### config.mk
export PLATFORM = sky130hd
export DESIGN_NAME = division_magic_number_flat
export DESIGN_NICKNAME = d
export VERILOG_FILES = /design/src/rtl/core/dmn_pkg.sv /design/src/rtl/core/dmn_req_if.sv /design/src/rtl/core/dmn_rsp_if.sv /design/src/rtl/core/dmn_dp.sv /design/src/rtl/core/dmn_ctrl.sv /design/src/rtl/core/division_magic_number.sv /design/src/flat_wrapper.sv
export SDC_FILE = /design/constraint.sdc
export NUM_CORES = 1
export LEC_CHECK = 0
export CORE_MARGIN = 4
export CORE_UTILIZATION = 65
export CTS_BUF_LIST = sky130_fd_sc_hd__clkbuf_4
export DETAILED_ROUTE_END_ITERATION = 10
export DONT_BUFFER_PORTS = 1
export PLACE_DENSITY = 0.85
export SLEW_MARGIN = 20
export SYNTH_ARGS = -nofsm -noshare
export SYNTH_HDL_FRONTEND = slang
export SYNTH_SLANG_ARGS = --single-unit
### constraint.sdc
create_clock -name clk -period 5.5 [get_ports clk]
set_input_delay 0.55 -clock clk [delete_from_list [all_inputs] [get_ports clk]]
set_output_delay 0.55 -clock clk [all_outputs]
set_load 0.01 [all_outputs]
### src/rtl/core/dmn_pkg.sv
// ----------------------------------------------------------------------------
// dmn_pkg: shared types and constants for the division magic number block
// Field widths, step counts and the command/status bundles that pass
// between the controller and the datapath.
// ----------------------------------------------------------------------------
package dmn_pkg;

    localparam int DivW     = 31;   // divisor field
    localparam int MagicW   = 32;   // magic multiplier field
    localparam int ShiftW   = 5;    // post-multiply shift field
    localparam int QuotBits = 32;   // quotient bits produced by the divider
    localparam int CntW     = $clog2(QuotBits);
    localparam int GrpBits  = 8;    // bits per group in the bit-length encoder
    localparam int GrpNum   = (DivW + GrpBits - 1) / GrpBits;
    localparam int GrpLenW  = $clog2(GrpBits + 1);

    typedef struct packed {
        logic load;     // capture the divisor word
        logic enc;      // first encoder pass: per-group bit lengths
        logic setup;    // second encoder pass: shift and starting remainder
        logic step;     // one restoring divide step
        logic finish;   // move result into the output register
    } dmn_cmd_t;

    typedef struct packed {
        logic last_step;
    } dmn_sts_t;

endpackage

### src/rtl/core/dmn_req_if.sv
// ----------------------------------------------------------------------------
// dmn_req_if: divisor channel
// Valid/ready channel that carries one divisor word.
// ----------------------------------------------------------------------------
interface dmn_req_if
    import dmn_pkg::*;
();

    logic            valid;
    logic            ready;
    logic [DivW-1:0] divisor;

    modport source (output valid, output divisor, input ready);
    modport sink   (input valid, input divisor, output ready);

endinterface

### src/rtl/core/dmn_rsp_if.sv
// ----------------------------------------------------------------------------
// dmn_rsp_if: result channel
// Valid/ready channel that carries one magic multiplier and shift word.
// ----------------------------------------------------------------------------
interface dmn_rsp_if
    import dmn_pkg::*;
();

    logic                     valid;
    logic                     ready;
    logic signed [MagicW-1:0] magic;
    logic        [ShiftW-1:0] shift;

    modport source (output valid, output magic, output shift, input ready);
    modport sink   (input valid, input magic, input shift, output ready);

endinterface

### src/rtl/core/dmn_dp.sv
// ----------------------------------------------------------------------------
// dmn_dp: datapath
// Two-pass bit-length encoder, radix-2 restoring divider for the low
// quotient bits of 2^(31+l)/d, and the result output register.
// ----------------------------------------------------------------------------
module dmn_dp
    import dmn_pkg::*;
(
    input  logic                     clk,
    input  logic                     rst_n,
    input  dmn_cmd_t                 cmd,
    output dmn_sts_t                 sts,
    input  logic        [DivW-1:0]   divisor,
    output logic signed [MagicW-1:0] magic,
    output logic        [ShiftW-1:0] shift
);

    logic        [DivW-1:0]    div_reg;
    logic                      zero_reg;
    logic        [GrpLenW-1:0] grp_len_reg [GrpNum];
    logic        [GrpLenW-1:0] grp_len_next [GrpNum];
    logic        [ShiftW-1:0]  shift_reg;
    logic        [ShiftW-1:0]  shift_next;
    logic        [DivW-1:0]    rem_reg;
    logic        [DivW-1:0]    rem_next;
    logic        [DivW-1:0]    rem_init;
    logic        [QuotBits-1:0] quot_reg;
    logic        [CntW-1:0]    cnt_reg;
    logic signed [MagicW-1:0]  magic_reg;
    logic        [ShiftW-1:0]  shift_out_reg;

    logic [GrpNum*GrpBits-1:0] dm1;
    logic [ShiftW-1:0]         l_raw;
    logic [DivW:0]             twice;
    logic [DivW+1:0]           diff;
    logic                      qbit;

    // bit length of d-1, first pass: per group
    always_comb
    begin
        dm1 = (GrpNum*GrpBits)'(div_reg - DivW'(1));
        for (int g = 0; g < GrpNum; g++)
        begin
            grp_len_next[g] = '0;
            for (int i = 0; i < GrpBits; i++)
            begin
                if (dm1[g*GrpBits + i])
                    grp_len_next[g] = GrpLenW'(i + 1);
            end
        end
    end

    // second pass: pick the highest nonzero group
    always_comb
    begin
        l_raw = '0;
        for (int g = 0; g < GrpNum; g++)
        begin
            if (grp_len_reg[g] != '0)
                l_raw = ShiftW'(g * GrpBits) + ShiftW'(grp_len_reg[g]);
        end
        // l is raised to 1; 2^(31+l) / 2^32 leaves 2^(l-1) mod d as the start
        if (l_raw == '0)
        begin
            shift_next = '0;
            rem_init   = '0;
        end
        else
        begin
            shift_next = l_raw - ShiftW'(1);
            rem_init   = DivW'(1) << shift_next;
        end
    end

    // restoring step: remainder stays below d, so 2r fits 32 bits
    always_comb
    begin
        twice = {rem_reg, 1'b0};
        diff  = {1'b0, twice} - {2'b00, div_reg};
        qbit  = ~diff[DivW+1];
        rem_next = qbit ? diff[DivW-1:0] : twice[DivW-1:0];
    end

    always_ff @(posedge clk)
    begin
        if (cmd.load)
        begin
            div_reg  <= divisor;
            zero_reg <= (divisor == '0);
        end
        if (cmd.enc)
            grp_len_reg <= grp_len_next;
        if (cmd.setup)
        begin
            shift_reg <= shift_next;
            rem_reg   <= rem_init;
            quot_reg  <= '0;
        end
        else if (cmd.step)
        begin
            rem_reg  <= rem_next;
            quot_reg <= {quot_reg[QuotBits-2:0], qbit};
        end
        if (cmd.finish)
        begin
            magic_reg     <= zero_reg ? '0 : MagicW'(quot_reg + QuotBits'(1));
            shift_out_reg <= zero_reg ? '0 : shift_reg;
        end
    end

    always_ff @(posedge clk or negedge rst_n)
    begin
        if (!rst_n)
            cnt_reg <= '0;
        else if (cmd.setup)
            cnt_reg <= '0;
        else if (cmd.step)
            cnt_reg <= cnt_reg + CntW'(1);
    end

    assign sts.last_step = (cnt_reg == CntW'(QuotBits - 1));
    assign magic         = magic_reg;
    assign shift         = shift_out_reg;

endmodule

### src/rtl/core/dmn_ctrl.sv
// ----------------------------------------------------------------------------
// dmn_ctrl: controller
// Sequences one word through encode, divide and output, and owns the
// handshake flags of both channels.
// ----------------------------------------------------------------------------
module dmn_ctrl
    import dmn_pkg::*;
(
    input  logic     clk,
    input  logic     rst_n,
    input  logic     in_valid,
    output logic     in_ready,
    output logic     out_valid,
    input  logic     out_ready,
    input  dmn_sts_t sts,
    output dmn_cmd_t cmd
);

    typedef enum logic [4:0] {
        ST_IDLE = 5'b00001,
        ST_ENC  = 5'b00010,
        ST_SET  = 5'b00100,
        ST_DIV  = 5'b01000,
        ST_FIN  = 5'b10000
    } state_t;

    state_t state_reg;
    state_t state_next;
    logic   out_valid_reg;
    logic   out_valid_next;

    always_comb
    begin
        state_next     = state_reg;
        cmd            = '0;
        in_ready       = 1'b0;
        out_valid_next = out_valid_reg && !out_ready;
        unique case (state_reg)
            ST_IDLE:
            begin
                in_ready = 1'b1;
                if (in_valid)
                begin
                    cmd.load   = 1'b1;
                    state_next = ST_ENC;
                end
            end
            ST_ENC:
            begin
                cmd.enc    = 1'b1;
                state_next = ST_SET;
            end
            ST_SET:
            begin
                cmd.setup  = 1'b1;
                state_next = ST_DIV;
            end
            ST_DIV:
            begin
                cmd.step = 1'b1;
                if (sts.last_step)
                    state_next = ST_FIN;
            end
            ST_FIN:
            begin
                // hold the result until the output register is free
                if (!out_valid_reg || out_ready)
                begin
                    cmd.finish     = 1'b1;
                    out_valid_next = 1'b1;
                    state_next     = ST_IDLE;
                end
            end
            default:
            begin
                state_next = ST_IDLE;
            end
        endcase
    end

    always_ff @(posedge clk or negedge rst_n)
    begin
        if (!rst_n)
        begin
            state_reg     <= ST_IDLE;
            out_valid_reg <= 1'b0;
        end
        else
        begin
            state_reg     <= state_next;
            out_valid_reg <= out_valid_next;
        end
    end

    assign out_valid = out_valid_reg;

endmodule

### src/rtl/core/division_magic_number.sv
// ----------------------------------------------------------------------------
// division_magic_number: magic multiplier and shift for invariant division
// For a divisor d returns magic = low 32 bits of 1 + 2^(31+l)/d and
// shift = l-1, with l = max(1, ceil(log2 d)); a zero divisor gives zeros.
//
//   channel  dir  handshake      fields
//   req      in   valid/ready    divisor[30:0]
//   rsp      out  valid/ready    magic[31:0] signed, shift[4:0]
//
// One word at a time: accept, two encoder passes, 32 restoring divide
// steps, then the move into the output register; the next word is taken
// only when the controller is back in idle. The divider loop of 32 steps
// sets the rate. A stalled result waits in the output register while the
// next word is taken and computed; only the final transfer waits for it.
// Reset clears the controller and the datapath step counter; no other state.
// ----------------------------------------------------------------------------
module division_magic_number
    import dmn_pkg::*;
(
    input  logic      clk,
    input  logic      rst_n,
    dmn_req_if.sink   req,
    dmn_rsp_if.source rsp
);

    dmn_cmd_t cmd;
    dmn_sts_t sts;

    dmn_ctrl u_ctrl (
        .clk       (clk),
        .rst_n     (rst_n),
        .in_valid  (req.valid),
        .in_ready  (req.ready),
        .out_valid (rsp.valid),
        .out_ready (rsp.ready),
        .sts       (sts),
        .cmd       (cmd)
    );

    dmn_dp u_dp (
        .clk     (clk),
        .rst_n   (rst_n),
        .cmd     (cmd),
        .sts     (sts),
        .divisor (req.divisor),
        .magic   (rsp.magic),
        .shift   (rsp.shift)
    );

endmodule

### src/flat_wrapper.sv
// flat-port wrapper written by rule: the top's interface ports become plain ports
module division_magic_number_flat import dmn_pkg::*;
  (clk, rst_n, req_valid, req_divisor, req_ready, rsp_valid, rsp_magic, rsp_shift, rsp_ready);
  dmn_req_if req_i ();
  dmn_rsp_if rsp_i ();
  input  logic clk;
  input  logic rst_n;
  input wire logic [$bits(req_i.valid)-1:0] req_valid;
  input wire logic [$bits(req_i.divisor)-1:0] req_divisor;
  output wire logic [$bits(req_i.ready)-1:0] req_ready;
  output wire logic [$bits(rsp_i.valid)-1:0] rsp_valid;
  output wire logic [$bits(rsp_i.magic)-1:0] rsp_magic;
  output wire logic [$bits(rsp_i.shift)-1:0] rsp_shift;
  input wire logic [$bits(rsp_i.ready)-1:0] rsp_ready;
  assign req_i.valid = req_valid;
  assign req_i.divisor = req_divisor;
  assign req_ready = req_i.ready;
  assign rsp_valid = rsp_i.valid;
  assign rsp_magic = rsp_i.magic;
  assign rsp_shift = rsp_i.shift;
  assign rsp_i.ready = rsp_ready;
  division_magic_number u_core (.clk(clk), .rst_n(rst_n), .req(req_i), .rsp(rsp_i));
endmodule
==> metrics.txt <==
Max Clk Rate 250 MHz; Hold Crit Start req_divisor[22]; final hold violation count 0; crit path time final 3990 ps; Max-slew headroom 31.4%; synth unique cells 93; Setup Fix Bufs, Post-CTS 0; via count 8116; Post-synth ARST share 6.71%; # resized after CTS 0; I/O Pins 74; reg2reg end u_core.u_dp.rem_reg[27]; gr usage total 26.2%; n_diodes 0; Worst Setup Start Kind register; CTS tree yes; CP top delay family compound AO/OA/AOI/OAI gates; reg2reg path depth 10; sequential power share 42.6%; Mapped Cells 1031; initial antenna violation count 0; clock sink count 164; sequential share of the synthesized area 45.0%; peak supply drop 0.268 mV; Sw Share 38.5%; Setup crit end kind register; worst skew pair latency 580 ps; Max-cap violations 0; Power Density 398 nW/um2; HPWL Detailed 17.3 mm; Final Max Slew Viols 0; worst flop-to-flop path startpoint u_core.u_dp.div_reg[9]; Util after Layout 69.3%; first-pass iteration count of the detailed router 5; # placed instances 1180; Comb power frac 38.4%; Die X-Extent 133 um; Final setup viols 0; first-pass GRT wire length 37.2 mm; Detail Route Antenna Nets 0; H-tree depth 4; worst-path cell chain inv_1, ha_1, o211ai_1, or3b_1, a311oi_2, o211a_4, a2bb2oi_4, buf_4, mux2i_1, o22ai_1; fillers 1132; post-synth top area share 36.0%; crit path DAT 4330 ps; DRC Markers 0; commonest cells in the synthesized netlist 121 x edfxtp_1, 91 x nor2_1, 77 x nand2_1; Layout area overhead 4.35%; Initial Util 66.5%; GP Congestion 0.922; I/O Buffers 0; total congestion overflow 0; R2R Setup Slk 1510 ps; run status complete, no violations; skew final 21.6 ps; row count 45; CP max FO 29; NetSw 1610 uW; Clock transition at path regs 140 ps; Wirelength per Cell 19.2 um; CTS Hold Bufs 1; RSZ-0062 raised after global routing no; CP max stage delay 770 ps; CP Class reg -> reg; Clock Tree Root clkbuf_4; Routed Wire Length 23.3 mm; CP Buf/Inv Count 2; most common cell in the synthesized netlist edfxtp_1; Vias/cell 6.69; Die ar. 17600 um2; Hold EP u_core.u_dp.div_reg[22]; non-filler cells, final 1214; ys flop type edfxtp_1; area of the core 15200 um2; FF+latch count, synth 164; Slew @ Worst Pin 1030 ps; worst hold path depth 0; synth top area cells edfxtp_1 36%, dfxtp_1 6.3%, ha_1 5.0%, nor2_1 3.4%, nand2_1 2.9%; Fin Hold WS 46.2 ps; area leader, netlist edfxtp_1; Crit path required time 5830 ps; vias in the first global route 7576; CP max stage cell a2bb2oi_4; Nets 1089; Syn Area/Cell 9.80 um2; setup tns final 0 ps; Post-Syn Nets 1107; worst-case clock buffer depth 2; Leak 0.00385 uW; Worst Hold Class in -> reg; synth warn 0; internal power 2580 uW; Iteration-0 DRC Markers 659; clock power share 19.0%; pin count of the biggest net entering global routing 42; Num CTS Buffers 17; Mapped Area 10100 um2; final period utilization 72.6%; layout cell share with drive strength beyond 1 8.09%; number of synthesized flops with an enable pin 121; Die H 133 um
worst max path at each step:
stage	start	endpoint	slack [ps]	cells past startpoint
global placement	u_core.u_dp.div_reg[9]	u_core.u_dp.rem_reg[27]	1710	10
global route	u_core.u_dp.div_reg[9]	u_core.u_dp.rem_reg[24]	1270	10
finish	u_core.u_dp.div_reg[9]	u_core.u_dp.rem_reg[27]	1510	10
floorplan	u_core.u_dp.div_reg[13]	u_core.u_dp.rem_reg[22]	2430	12
detailed placement	u_core.u_dp.div_reg[9]	u_core.u_dp.rem_reg[27]	1600	10
CTS	u_core.u_dp.div_reg[9]	u_core.u_dp.rem_reg[27]	1590	10
cells in the final DEF, fill, tap and decap left out, types with 4 or more instances in the layout:
cell      Yosys  routed
xor2_1       27      27
nor2b_1      14      13
or3_1        10      10
o31ai_1       5       5
nor3_2        3       4
clkbuf_4      0      19
o21ai_0      53      53
o21bai_1      6       6
nand3_1      37      37
edfxtp_1    121     121
o221ai_1      7       7
nor3_1       20      19
dfxtp_1      32      32
and2_1        6       6
and3_1       11      11
and4_1        4       4
nand2_1      77      77
nor2_1       91      90
nor4_1       21      21
nand2b_1     13      13
or2_2         5       5
ha_1         40      40
nand4_1      15      15
dfrtp_1      10      10
o21a_1        7       7
a31oi_1      16      16
a22o_1       28      28
a21oi_1      54      54
o22ai_1      24      24
xnor2_1      33      33
or4_1         5       5
mux2i_1      20      20
a211oi_1      4       4
inv_6         0       4
o21ai_1       6       6
buf_4         3       7
a311oi_1      4       4
inv_1        57      57
a21o_1       13      13
nor4b_1       4       4
power by group through the flow:
stage	logic (uW)	clock network, uW	registers [uW]
floorplan	1300	0	1730
detailed placement	1560	0	1820
finish	1610	797	1790
global route	1780	867	1810
CTS	1570	800	1790
global placement	1520	0	1810
cells by family (layout without fill, tap and decap cells):
group	count (synthesis)	count (layout)	synth area share [%]
and+or+nand+nor	359	359	18.4
AOI/OAI and AO/OA	279	279	19.4
DFF	164	164	45.0
buffers and inverters	105	100	4.43
xor gates and xnor gates	60	60	5.20
adders and majority gates	41	41	5.15
muxes	23	23	2.35
cell type report:
| class | instances | area, um2 | area share [%] |
|---|---|---|---|
| repair buffers | 9 | 77.6 | 0.736 |
| clock buffers | 19 | 143 | 1.35 |
| inverters | 59 | 221 | 2.10 |
| clock inverters | 13 | 190 | 1.80 |
| multi-input cells | 762 | 5120 | 48.6 |
| flip-flops and latches | 164 | 4550 | 43.2 |
| well taps | 188 | 235 | 2.23 |
per-stage QoR:
| stage | instance area, um2 | setup WS, ps | total power [uW] |
|---|---|---|---|
| 2_1_floorplan | 10100 | 2430 | 3020 |
| 3_3_place_gp | 10200 | 1710 | 3330 |
| 3_5_place_dp | 10200 | 1600 | 3380 |
| 4_1_cts | 10500 | 1590 | 4160 |
| 5_1_grt | 10500 | 1270 | 4450 |
| 6_report | 10500 | 1510 | 4190 |
per-layer routing:
metal / part of all wire, % / routed length [um] / vias to the layer above / track usage, %
li1: - / - / 3841 / -
met1: 40 / 9410 / 3797 / 32.7
met2: 47 / 11000 / 400 / 43.0
met3: 7.3 / 1690 / 78 / 4.90
met4: 5.2 / 1210 / 0 / 15.1
met5: 0 / 0 / - / 0
Note: power is estimated with default switching activity, not from simulation.
